<file path="config.mk">
export PLATFORM = sky130hd
export DESIGN_NAME = signed_decimal_report_formatter
export DESIGN_NICKNAME = d
export VERILOG_FILES = /design/src/sdrf_pkg.sv /design/src/signed_decimal_report_formatter.sv
export VERILOG_INCLUDE_DIRS = /design/src /design/src/src
export SDC_FILE = /design/constraint.sdc
export NUM_CORES = 1
export LEC_CHECK = 0
export ABC_AREA = 1
export BUFFER_PORTS_ARGS = -buffer_cell sky130_fd_sc_hd__buf_2
export CORE_MARGIN = 2
export CORE_UTILIZATION = 65
export CTS_CLUSTER_SIZE = 24
export DETAILED_ROUTE_END_ITERATION = 8
export GPL_ROUTABILITY_DRIVEN = 0
export PLACE_DENSITY = 0.95
export SLEW_MARGIN = 15
export SYNTH_ARGS = -nofsm -noshare
export SYNTH_HDL_FRONTEND = slang
export SYNTH_SLANG_ARGS = --single-unit
</file>
<file path="constraint.sdc">
create_clock -name i_clk -period 7.4 [get_ports i_clk]
set_input_delay 0 -clock i_clk [delete_from_list [all_inputs] [get_ports i_clk]]
set_output_delay 0 -clock i_clk [all_outputs]
set_load 0.02 [all_outputs]
</file>
<file path="src/assert_macros.svh">
// Assertion macros shared by the formatter RTL.
// Stands alone; files that assert include it by name.
`ifndef ASSERT_MACROS_SVH
`define ASSERT_MACROS_SVH

// Same-cycle implication, checked outside reset.
`define ASSERT_SAME(lbl, clk, rst_n, ante, cons, msg) \
    lbl: assert property (@(posedge clk) disable iff (!rst_n) (ante) |-> (cons)) \
        else $error(msg);

// Next-cycle implication, checked outside reset.
`define ASSERT_NEXT(lbl, clk, rst_n, ante, cons, msg) \
    lbl: assert property (@(posedge clk) disable iff (!rst_n) (ante) |=> (cons)) \
        else $error(msg);

`endif

</file>
<file path="src/sdrf_pkg.sv">
// Types and constants for the signed decimal report formatter.
// No dependencies.
package sdrf_pkg;

    // Port widths fixed by the item formats.
    localparam int unsigned IN_W   = 32;
    localparam int unsigned CHAR_W = 8;

    // Characters of the report text.
    localparam logic [CHAR_W-1:0] CHAR_R     = 8'h52;
    localparam logic [CHAR_W-1:0] CHAR_SPACE = 8'h20;
    localparam logic [CHAR_W-1:0] CHAR_MINUS = 8'h2D;
    localparam logic [CHAR_W-1:0] CHAR_ZERO  = 8'h30;

    // Double-dabble correction: a BCD digit of five or more gets three added.
    localparam logic [3:0] BCD_LIMIT = 4'd5;
    localparam logic [3:0] BCD_ADJ   = 4'd3;

    // Sequencer states.
    typedef enum logic [2:0] {
        S_IDLE,
        S_CONV,
        S_TRIM,
        S_EMIT_R,
        S_EMIT_SP,
        S_EMIT_MINUS,
        S_EMIT_DIG
    } t_state;

endpackage

</file>
<file path="src/signed_decimal_report_formatter.sv">
// Top level of the signed decimal report formatter: reading in, ASCII text out.
// Depends on sdrf_pkg and assert_macros.svh.
//
// Usage:
//   Slave stream: one item per reading, tdata carries the signed reading.
//   Master stream: one item per character, tdata carries the ASCII code and
//   tlast marks the final character. A report reads "R ", an optional '-',
//   then the decimal magnitude without leading zeros ("R 0" for zero).
//   The most negative reading keeps its full magnitude.
//   One reading is handled at a time; tready on the slave side is high only
//   while the block is idle. A reading is converted by a bit-serial
//   shift-and-add-three unit, one bit per cycle until all VALUE_BITS bits are in, then
//   leading zero digits are dropped one per cycle, then one character leaves
//   per cycle while the receiver takes each one. The next reading is taken
//   only after the final character of the report has been loaded into the
//   output register.
//   The output register holds a character until it is taken, so a stalled
//   receiver freezes the sequencer; the final character may wait while the
//   next reading is accepted. Reset empties it and returns to idle.
`include "assert_macros.svh"

module signed_decimal_report_formatter #(
    parameter int unsigned VALUE_BITS = 32
) (
    input  logic                        i_clk,
    input  logic                        i_rst_n,
    // Slave side: tdata = reading[31:0]
    input  logic                        i_s_axis_tvalid,
    output logic                        o_s_axis_tready,
    input  logic [sdrf_pkg::IN_W-1:0]   i_s_axis_tdata,
    // Master side: tdata = out_char[7:0]; tlast = last_char
    output logic                        o_m_axis_tvalid,
    input  logic                        i_m_axis_tready,
    output logic [sdrf_pkg::CHAR_W-1:0] o_m_axis_tdata,
    output logic                        o_m_axis_tlast
);
    import sdrf_pkg::*;

    // Decimal digits that a VALUE_BITS-bit magnitude can need.
    localparam int unsigned DIGITS    = (VALUE_BITS * 30103) / 100000 + 1;
    localparam int unsigned BCD_W     = DIGITS * 4;
    localparam int unsigned BIT_CNT_W = $clog2(VALUE_BITS);
    localparam int unsigned DIG_CNT_W = $clog2(DIGITS + 1);

    t_state                r_state, n_state;
    logic [VALUE_BITS-1:0] r_bin, n_bin;
    logic [BCD_W-1:0]      r_bcd, n_bcd;
    logic                  r_neg, n_neg;
    logic [BIT_CNT_W-1:0]  r_bit_cnt, n_bit_cnt;
    logic [DIG_CNT_W-1:0]  r_dig_left, n_dig_left;
    logic                  r_out_valid, n_out_valid;
    logic [CHAR_W-1:0]     r_out_char, n_out_char;
    logic                  r_out_last, n_out_last;

    logic [VALUE_BITS-1:0] w_raw;
    logic [VALUE_BITS-1:0] w_mag;
    logic                  w_neg;
    logic                  w_slot;
    logic [3:0]            w_top;
    logic [BCD_W-1:0]      w_adj;

    // Add three to every BCD digit of five or more before the next shift.
    function automatic logic [BCD_W-1:0] f_adjust(input logic [BCD_W-1:0] v);
        logic [BCD_W-1:0] res;
        logic [3:0]       nib;
        res = v;
        for (int i = 0; i < DIGITS; i++) begin
            nib = v[4*i +: 4];
            res[4*i +: 4] = (nib >= BCD_LIMIT) ? (nib + BCD_ADJ) : nib;
        end
        return res;
    endfunction

    // Take the low VALUE_BITS bits of the reading, zero-extending if wider.
    generate
        if (VALUE_BITS <= IN_W) begin : g_narrow
            assign w_raw = i_s_axis_tdata[VALUE_BITS-1:0];
        end else begin : g_wide
            assign w_raw = {{(VALUE_BITS - IN_W){1'b0}}, i_s_axis_tdata};
        end
    endgenerate

    // Sign and magnitude; the most negative value stays correct as unsigned.
    assign w_neg = w_raw[VALUE_BITS-1];
    assign w_mag = w_neg ? (VALUE_BITS'(0) - w_raw) : w_raw;

    // The output register can take a new character this cycle.
    assign w_slot = !r_out_valid || i_m_axis_tready;
    assign w_top  = r_bcd[BCD_W-1 -: 4];
    assign w_adj  = f_adjust(r_bcd);

    // Next state of the sequencer.
    always_comb begin
        n_state = r_state;
        case (r_state)
            S_IDLE: begin
                if (i_s_axis_tvalid) begin
                    n_state = S_CONV;
                end
            end
            S_CONV: begin
                if (r_bit_cnt == '0) begin
                    n_state = S_TRIM;
                end
            end
            S_TRIM: begin
                if (!(w_top == 4'd0 && r_dig_left > DIG_CNT_W'(1))) begin
                    n_state = S_EMIT_R;
                end
            end
            S_EMIT_R: begin
                if (w_slot) begin
                    n_state = S_EMIT_SP;
                end
            end
            S_EMIT_SP: begin
                if (w_slot) begin
                    n_state = r_neg ? S_EMIT_MINUS : S_EMIT_DIG;
                end
            end
            S_EMIT_MINUS: begin
                if (w_slot) begin
                    n_state = S_EMIT_DIG;
                end
            end
            S_EMIT_DIG: begin
                if (w_slot && r_dig_left == DIG_CNT_W'(1)) begin
                    n_state = S_IDLE;
                end
            end
            default: begin
                n_state = S_IDLE;
            end
        endcase
    end

    // Datapath and output register updates.
    always_comb begin
        n_bin       = r_bin;
        n_bcd       = r_bcd;
        n_neg       = r_neg;
        n_bit_cnt   = r_bit_cnt;
        n_dig_left  = r_dig_left;
        n_out_valid = r_out_valid && !i_m_axis_tready;
        n_out_char  = r_out_char;
        n_out_last  = r_out_last;
        case (r_state)
            S_IDLE: begin
                if (i_s_axis_tvalid) begin
                    n_bin     = w_mag;
                    n_neg     = w_neg;
                    n_bcd     = '0;
                    n_bit_cnt = BIT_CNT_W'(VALUE_BITS - 1);
                end
            end
            S_CONV: begin
                // One bit of the magnitude moves into the BCD register.
                n_bcd     = {w_adj[BCD_W-2:0], r_bin[VALUE_BITS-1]};
                n_bin     = r_bin << 1;
                n_bit_cnt = r_bit_cnt - 1'b1;
                if (r_bit_cnt == '0) begin
                    n_dig_left = DIG_CNT_W'(DIGITS);
                end
            end
            S_TRIM: begin
                // Drop a leading zero digit, keeping at least one digit.
                if (w_top == 4'd0 && r_dig_left > DIG_CNT_W'(1)) begin
                    n_bcd      = r_bcd << 4;
                    n_dig_left = r_dig_left - 1'b1;
                end
            end
            S_EMIT_R: begin
                if (w_slot) begin
                    n_out_valid = 1'b1;
                    n_out_char  = CHAR_R;
                    n_out_last  = 1'b0;
                end
            end
            S_EMIT_SP: begin
                if (w_slot) begin
                    n_out_valid = 1'b1;
                    n_out_char  = CHAR_SPACE;
                    n_out_last  = 1'b0;
                end
            end
            S_EMIT_MINUS: begin
                if (w_slot) begin
                    n_out_valid = 1'b1;
                    n_out_char  = CHAR_MINUS;
                    n_out_last  = 1'b0;
                end
            end
            S_EMIT_DIG: begin
                if (w_slot) begin
                    n_out_valid = 1'b1;
                    n_out_char  = CHAR_ZERO + {4'd0, w_top};
                    n_out_last  = (r_dig_left == DIG_CNT_W'(1));
                    n_bcd       = r_bcd << 4;
                    n_dig_left  = r_dig_left - 1'b1;
                end
            end
            default: begin
                n_out_valid = r_out_valid && !i_m_axis_tready;
            end
        endcase
    end

    // Control registers.
    always_ff @(posedge i_clk) begin
        if (!i_rst_n) begin
            r_state     <= S_IDLE;
            r_out_valid <= 1'b0;
        end else begin
            r_state     <= n_state;
            r_out_valid <= n_out_valid;
        end
    end

    // Payload registers.
    always_ff @(posedge i_clk) begin
        r_bin      <= n_bin;
        r_bcd      <= n_bcd;
        r_neg      <= n_neg;
        r_bit_cnt  <= n_bit_cnt;
        r_dig_left <= n_dig_left;
        r_out_char <= n_out_char;
        r_out_last <= n_out_last;
    end

    assign o_s_axis_tready = (r_state == S_IDLE);
    assign o_m_axis_tvalid = r_out_valid;
    assign o_m_axis_tdata  = r_out_char;
    assign o_m_axis_tlast  = r_out_last;

    // Checks on the sequencer and the digit datapath.
    `ASSERT_NEXT(a_accept_starts_conv, i_clk, i_rst_n, i_s_axis_tvalid && o_s_axis_tready, r_state == S_CONV, "accepted item did not start conversion")
    `ASSERT_SAME(a_trim_has_digits, i_clk, i_rst_n, r_state == S_TRIM, r_dig_left != '0, "trim with no digits left")
    `ASSERT_SAME(a_emit_digit_valid, i_clk, i_rst_n, r_state == S_EMIT_DIG, (r_dig_left != '0) && (w_top <= 4'd9), "bad digit at emission")
    `ASSERT_NEXT(a_last_returns_idle, i_clk, i_rst_n, r_state == S_EMIT_DIG && w_slot && r_dig_left == DIG_CNT_W'(1), r_state == S_IDLE && o_m_axis_tvalid && o_m_axis_tlast, "final character did not end the report")

endmodule
</file>
Word level (Yosys, flattened, before mapping) --
Cells that the tools add are included.
Storage, ports and cells: output and inout port bits 11, logic and storage cells 116, input bits 36, register bits 95
Operators by class: add/sub/neg operators 14, muxes and demuxes 42, equality and inequality tests 17, $lt $le $gt $ge 11, reduce and logical (&&, ||, !) cells 23
Operators with widths (count):
- $pmux W40 S4 | 1
- $mux W40 | 3
- $mux W32 | 2
- $pmux W32 S2 | 1
- $mux W4 | 12
- $ge A4 B3 Y1 const B | 10
- $add A4 B2 Y4 const B | 9
- $mux W8 | 4
- $pmux W8 S4 | 1
- $sub A1 B32 Y32 const A | 1
- $mux W3 | 8
- $pmux W3 S7 | 1
- $ne A2 B2 Y1 const B | 9
- $pmux W4 S3 | 1
- $pmux W5 S2 | 1
- $eq A3 B3 Y1 const B | 3
- $reduce_and A4 Y1 | 2
- $reduce_bool A4 Y1 | 2
- $add A6 B4 Y7 const A | 1
- $reduce_and A7 Y1 | 1
- $eq A3 B2 Y1 const B | 2
- $logic_not A5 Y1 | 1
- $mux W5 | 1
- $reduce_and A5 Y1 | 1
- other kinds (21) | 29

Depth between registers and ports, before layout --
depth in word-level cells 5, depth in mapped cells 10, gate-level depth less buffers 10

Worst setup path before layout --
Ideal clock, no wire load.
kind register to register, start reg r_dig_left[0], end reg r_bcd[0] (enable), clock period less this slack 3088 ps, setup time 437 ps, data required time 6963 ps, stages on the path, launching flop included 6, arrival 2650 ps, slack 4312 ps, buffers on the path 0, path through edfxtp_1 inv_1 ha_1 o21ai_0 a31oi_1 nor2_1
Between the ends: cells in the longest elaborated chain, start to end 4
RTL lines:
- from (decl) | RTL line signed_decimal_report_formatter.sv:50 | logic [DIG_CNT_W-1:0] r_dig_left, n_dig_left;
- from (signal assigned) | RTL line signed_decimal_report_formatter.sv:225 | r_dig_left <= n_dig_left;
- $gt A4 B1 Y1 | RTL line signed_decimal_report_formatter.sv:167 | if (w_top == 4'd0 && r_dig_left > DIG_CNT_W'(1)) begin
- $logic_and A1 B1 Y1 | RTL line signed_decimal_report_formatter.sv:167
- $ne A2 B2 Y1 (no line)
- $reduce_and A4 Y1 (no line)
- to (signal assigned) | RTL line signed_decimal_report_formatter.sv:222 | r_bcd <= n_bcd;
- to (decl) | RTL line signed_decimal_report_formatter.sv:47 | logic [BCD_W-1:0] r_bcd, n_bcd;
No other way between the ends. A chain may end at the register's enable or synchronous reset.

Final worst setup path --
start reg r_state[2], end reg r_dig_left[3] (enable)
Between the ends: cells in the longest elaborated chain, start to end 3, elaborated cells between the ends (all ways) 8, those cells by class eq/ne: 6; reduce/logical: 2
RTL lines:
- from (decl) | RTL line signed_decimal_report_formatter.sv:45 | t_state r_state, n_state;
- from (signal assigned) | RTL line signed_decimal_report_formatter.sv:214 | r_state <= n_state;
- $eq A3 B2 Y1, or another cell as far along | RTL line signed_decimal_report_formatter.sv:147 | case (r_state)
- $ne A2 B2 Y1 (no line) or $reduce_bool A3 Y1 (tied branches)
- $reduce_and A4 Y1 (no line) (*)
Every way passes the cells marked *; elsewhere a longest branch is shown, timed or not.

==> summary by stage <==
Worst hold path
The worst hold-check path type is input port to register. The path with the worst hold slack has its endpoint at o_m_axis_tvalid$_SDFF_PN0_. The worst hold path begins at i_m_axis_tready. The worst hold path passes through 4 cells.

Finish
The finished layout holds 851 standard cells, fillers aside. The library cells used most frequently in the layout, excluding fill and tap cells, are 158 x nand2_1, 91 x inv_1, 90 x edfxtp_1. The antenna diode count is 0.

The fraction of final layout cells with drive strength greater than 1 is 10.6%. Once layout is done, the placed cells without fillers occupy 6310 um^2. The filler cell count is 605.

The library cell used most frequently in the layout, excluding fill and tap cells, is nand2_1. The layout overhead on the synthesized area is 8.48%. In the final design database the tool counted 799 nets.

Floorplanning
The floorplan step defined a die boundary enclosing 9720 um^2. 47 I/O pins were placed. For this configuration, the core starts out at a cell density of 67.0%. The die span in y is 98.6 um. The floorplan step set the die width to 98.6 um. The core outline area is 8680 um^2. The floorplan has 34 rows.

Power
Total power for the finished layout comes to 2.49 mW. Dividing total power by cell area gives a power density of 394 nW/um^2. Across the VDD grid, the largest voltage drop is 176 uV. The leakage power is 2.70 nW.

Clocking
Clock tree synthesis selected as its root buffer the cell clkbuf_8. The clock sink count is 94. TritonCTS built the clock tree. The number of clock buffers inserted by TritonCTS is 9.

The H-tree generated during clock tree synthesis spans 3 levels. The number of buffers on the longest clock path is 2. The number of gates resized after CTS is 0. The clock reaches the later pin of the worst-skew pair after 370 ps. The post-CTS clock slew at the launch and capture registers of the worst setup and hold paths is 100 ps.

Global routing
Entering global routing, the biggest net connects 62 pins. The first global-routing pass estimated 20800 um of wire. Global routing used 26.2% of the available tracks across all layers.

The number of global-route vias before repair is 4709. The number of antenna violations at the first check in global routing came to 0. The total overflow left after global routing is 0.

Setup path
The register-to-register setup slack is 4720 ps. The worst setup path is of the register to register kind. The highest fanout seen on the critical path is 61.

The signal on the critical path passes through nor2_1 > nand2_1 > buf_4 > inv_2 > buf_4 > nand2_1 > nor3b_1. The endpoint identified for the worst register-to-register timing path is r_dig_left[3]$_SDFFCE_PP1P_. STA classifies the critical path endpoint as a register.

The critical path arrival is 2700 ps. The startpoint identified for the worst register-to-register timing path is r_state[2]$_SDFFE_PN0P_. The count of cells along the worst register-to-register path is 7.

The delay of the slowest cell on the worst path is 510 ps. The worst setup path is launched from a register. For the worst setup path, the data required time is 7420 ps. The master of the slowest instance on the critical path is nor3b_1.

Place
In this run the tool buffered the top-level ports with 45 buffer cells. The number of cells after detailed placement is 833. The worst-case setup slack after placement is 4790 ps. Summing all placed instances gives a cell area of 6090 um^2. The placed wire-length estimate is 8910 um.

Route
The wire length on met2 is 6090 um. The number of remaining DRC errors is 0. The count of routing violations after the opening detailed-route iteration is 355.

Detailed routing placed a total of 908 um of wire on met3. The post-route antenna net violation count is 0. For this block, the routed nets add up to 12400 um of wire. The average via count per standard cell is 5.81. For this run, the detailed router's first-pass iteration total came to 5. After detailed routing, the wire length on met1 is 5120 um. The count of vias placed by the detailed router is 4942.

Signal routing reaches up to met4. After detailed routing, the average wire length per cell comes to 14.5 um.

Yosys
The cell count after synthesis came out at 696. The number of different library cells in the post-synthesis netlist is 37. Summing the sequential cell areas from Yosys gives 47.9% of the chip area.

The number of warnings reported in the yosys synthesis log is 0. Summing every instance area after synthesis gives 5810 um^2. Counting every net in the synthesized netlist gives 757.

The mean area per synthesized cell is 8.35 um^2. The synthesized design devotes to its leading area cell type 46.5% of total area. In this run, synthesis produced a sequential element count of 94. The dominant cell type by area after synthesis is edfxtp_1. Sorting the synthesized cells by area gives the leading types as edfxtp_1 46%, nand2_1 10%, o21ai_0 6.4%.

Timing
The total negative slack is 0 ps. The number of max-slew violations in the final report is 0. The worst clock skew is 13.5 ps. The count of endpoints failing hold in the final timing report came to 0. The worst path meets setup with 4720 ps of slack. Setup repair after global routing left no endpoint under its margin. The worst path uses 36.3% of the clock period. In this run the tightest slew margin relative to its limit is 22.1%.

The worst-margin pin slew is 1170 ps. Derived from the worst setup path, the maximum achievable clock frequency is 0.373 GHz. The final count of negative-setup-slack endpoints is 0. The minimum period implied by the final worst setup slack is 2680 ps.

Run status
The flow ran to the end, and the final reports show no timing, DRC or antenna violations.

Job
The tool flagged a number of max-cap violations equal to 0.
-- how the worst max path moves through the flow --
| stage | cells after the start | slack, ps | to | startpoint |
|---|---|---|---|---|
| finish | 7 | 4720 | r_dig_left[3]$_SDFFCE_PP1P_ | r_state[2]$_SDFFE_PN0P_ |
| floorplan | 5 | 4310 | r_bcd[0]$_DFFE_PP_ | r_dig_left[0]$_SDFFCE_PP0P_ |
| CTS | 7 | 4780 | r_dig_left[3]$_SDFFCE_PP1P_ | r_state[2]$_SDFFE_PN0P_ |
| global placement | 8 | 4920 | r_bin[1]$_DFFE_PP_ | r_state[2]$_SDFFE_PN0P_ |
| global route | 7 | 4500 | r_dig_left[2]$_SDFFCE_PP0P_ | r_state[2]$_SDFFE_PN0P_ |
| detailed placement | 7 | 4790 | r_dig_left[3]$_SDFFCE_PP1P_ | r_state[2]$_SDFFE_PN0P_ |
-- per-layer routing --
layer	GRT usage (%)	vias to the layer above
met5	0	-
met4	9.06	0
met3	4.54	28
met2	45.4	250
met1	33.4	2239
li1	-	2425
-- power breakdown --
part	total [mW]	internal [mW]	switching, mW
registers	1.11	0.966	0.146
logic	1.03	0.310	0.724
clock network	0.340	0.157	0.183
-- what timing repair did --
action                                 in CTS  in global routing
setup buffers                               0                  0
hold buffers                                2                  0
endpoints found under the hold margin       5                  0
-- critical path: cells and delay by family (launching register included) --
family | cells | cell delay, ps
buffers and inverters | 3 | 950
and+or+nand+nor | 4 | 850
DFF | 1 | 490
-- state kept, by name, indices dropped and copies added, names as in the netlist --
name             flops
r_state              3
o_m_axis_tlast       1
r_neg                1
r_bin               32
o_m_axis_tdata       7
r_bcd               40
o_m_axis_tvalid      1
r_dig_left           4
r_bit_cnt            5
-- final cells by class --
cell class | count | area (um^2) | area share (%)
flip-flops and latches | 94 | 2780 | 44.1
multi-input cells | 487 | 2570 | 40.7
inverters | 96 | 360 | 5.71
repair buffers | 50 | 268 | 4.25
well taps | 108 | 135 | 2.14
clock buffers | 9 | 124 | 1.96
clock inverters | 7 | 71.3 | 1.13
-- metrics by stage --
step | hold slack [ps] | util [%]
after floorplan | 98.9 | -
after global placement | 265 | 70.2
after detailed placement | 275 | 70.2
after CTS | 10.7 | 72.7
after global routing | 38.4 | 72.7
final | 18.0 | 72.7
-- synth_stat cells --
| cell | n |
|---|---|
| nand2_1 | 158 |
| inv_1 | 91 |
| edfxtp_1 | 90 |
| nor2_1 | 76 |
| o21ai_0 | 74 |
| nand3_1 | 49 |
| ha_1 | 25 |
| a21oi_1 | 21 |
| xor2_1 | 17 |
| o22ai_1 | 13 |
| buf_2 | 12 |
| nand4_1 | 9 |
| o32ai_1 | 8 |
| xnor2_1 | 7 |
| a32o_1 | 5 |
| inv_2 | 5 |
| dfxtp_1 | 4 |
| a31oi_1 | 3 |
| buf_4 | 3 |
| nand2_2 | 3 |
| buf_6 | 2 |
| nand3b_1 | 2 |
| nor2_4 | 2 |
| nor3b_1 | 2 |
| o21ai_1 | 2 |
| or2_2 | 2 |
| a21oi_2 | 1 |
| and2_1 | 1 |
| buf_1 | 1 |
| clkbuf_1 | 1 |
| conb_1 | 1 |
| nand2_4 | 1 |
| nor2_2 | 1 |
| nor3_1 | 1 |
| o2111ai_1 | 1 |
| o211ai_1 | 1 |
| o21ai_2 | 1 |
-- cell families (layout without fill, tap and decap cells) --
kind of cell | count (synthesis) | in the layout | share of synthesized area (%)
buffers and inverters | 115 | 162 | 8.13
AO/OA/AOI/OAI | 130 | 130 | 12.7
adder cells (fa/ha/maj) | 25 | 25 | 5.38
AND/OR/NAND/NOR | 307 | 307 | 22.2
flip-flops | 94 | 94 | 47.9
XOR/XNOR | 24 | 24 | 3.62
other | 1 | 1 | 0.0645
Note: power is estimated with default switching activity, not from simulation.
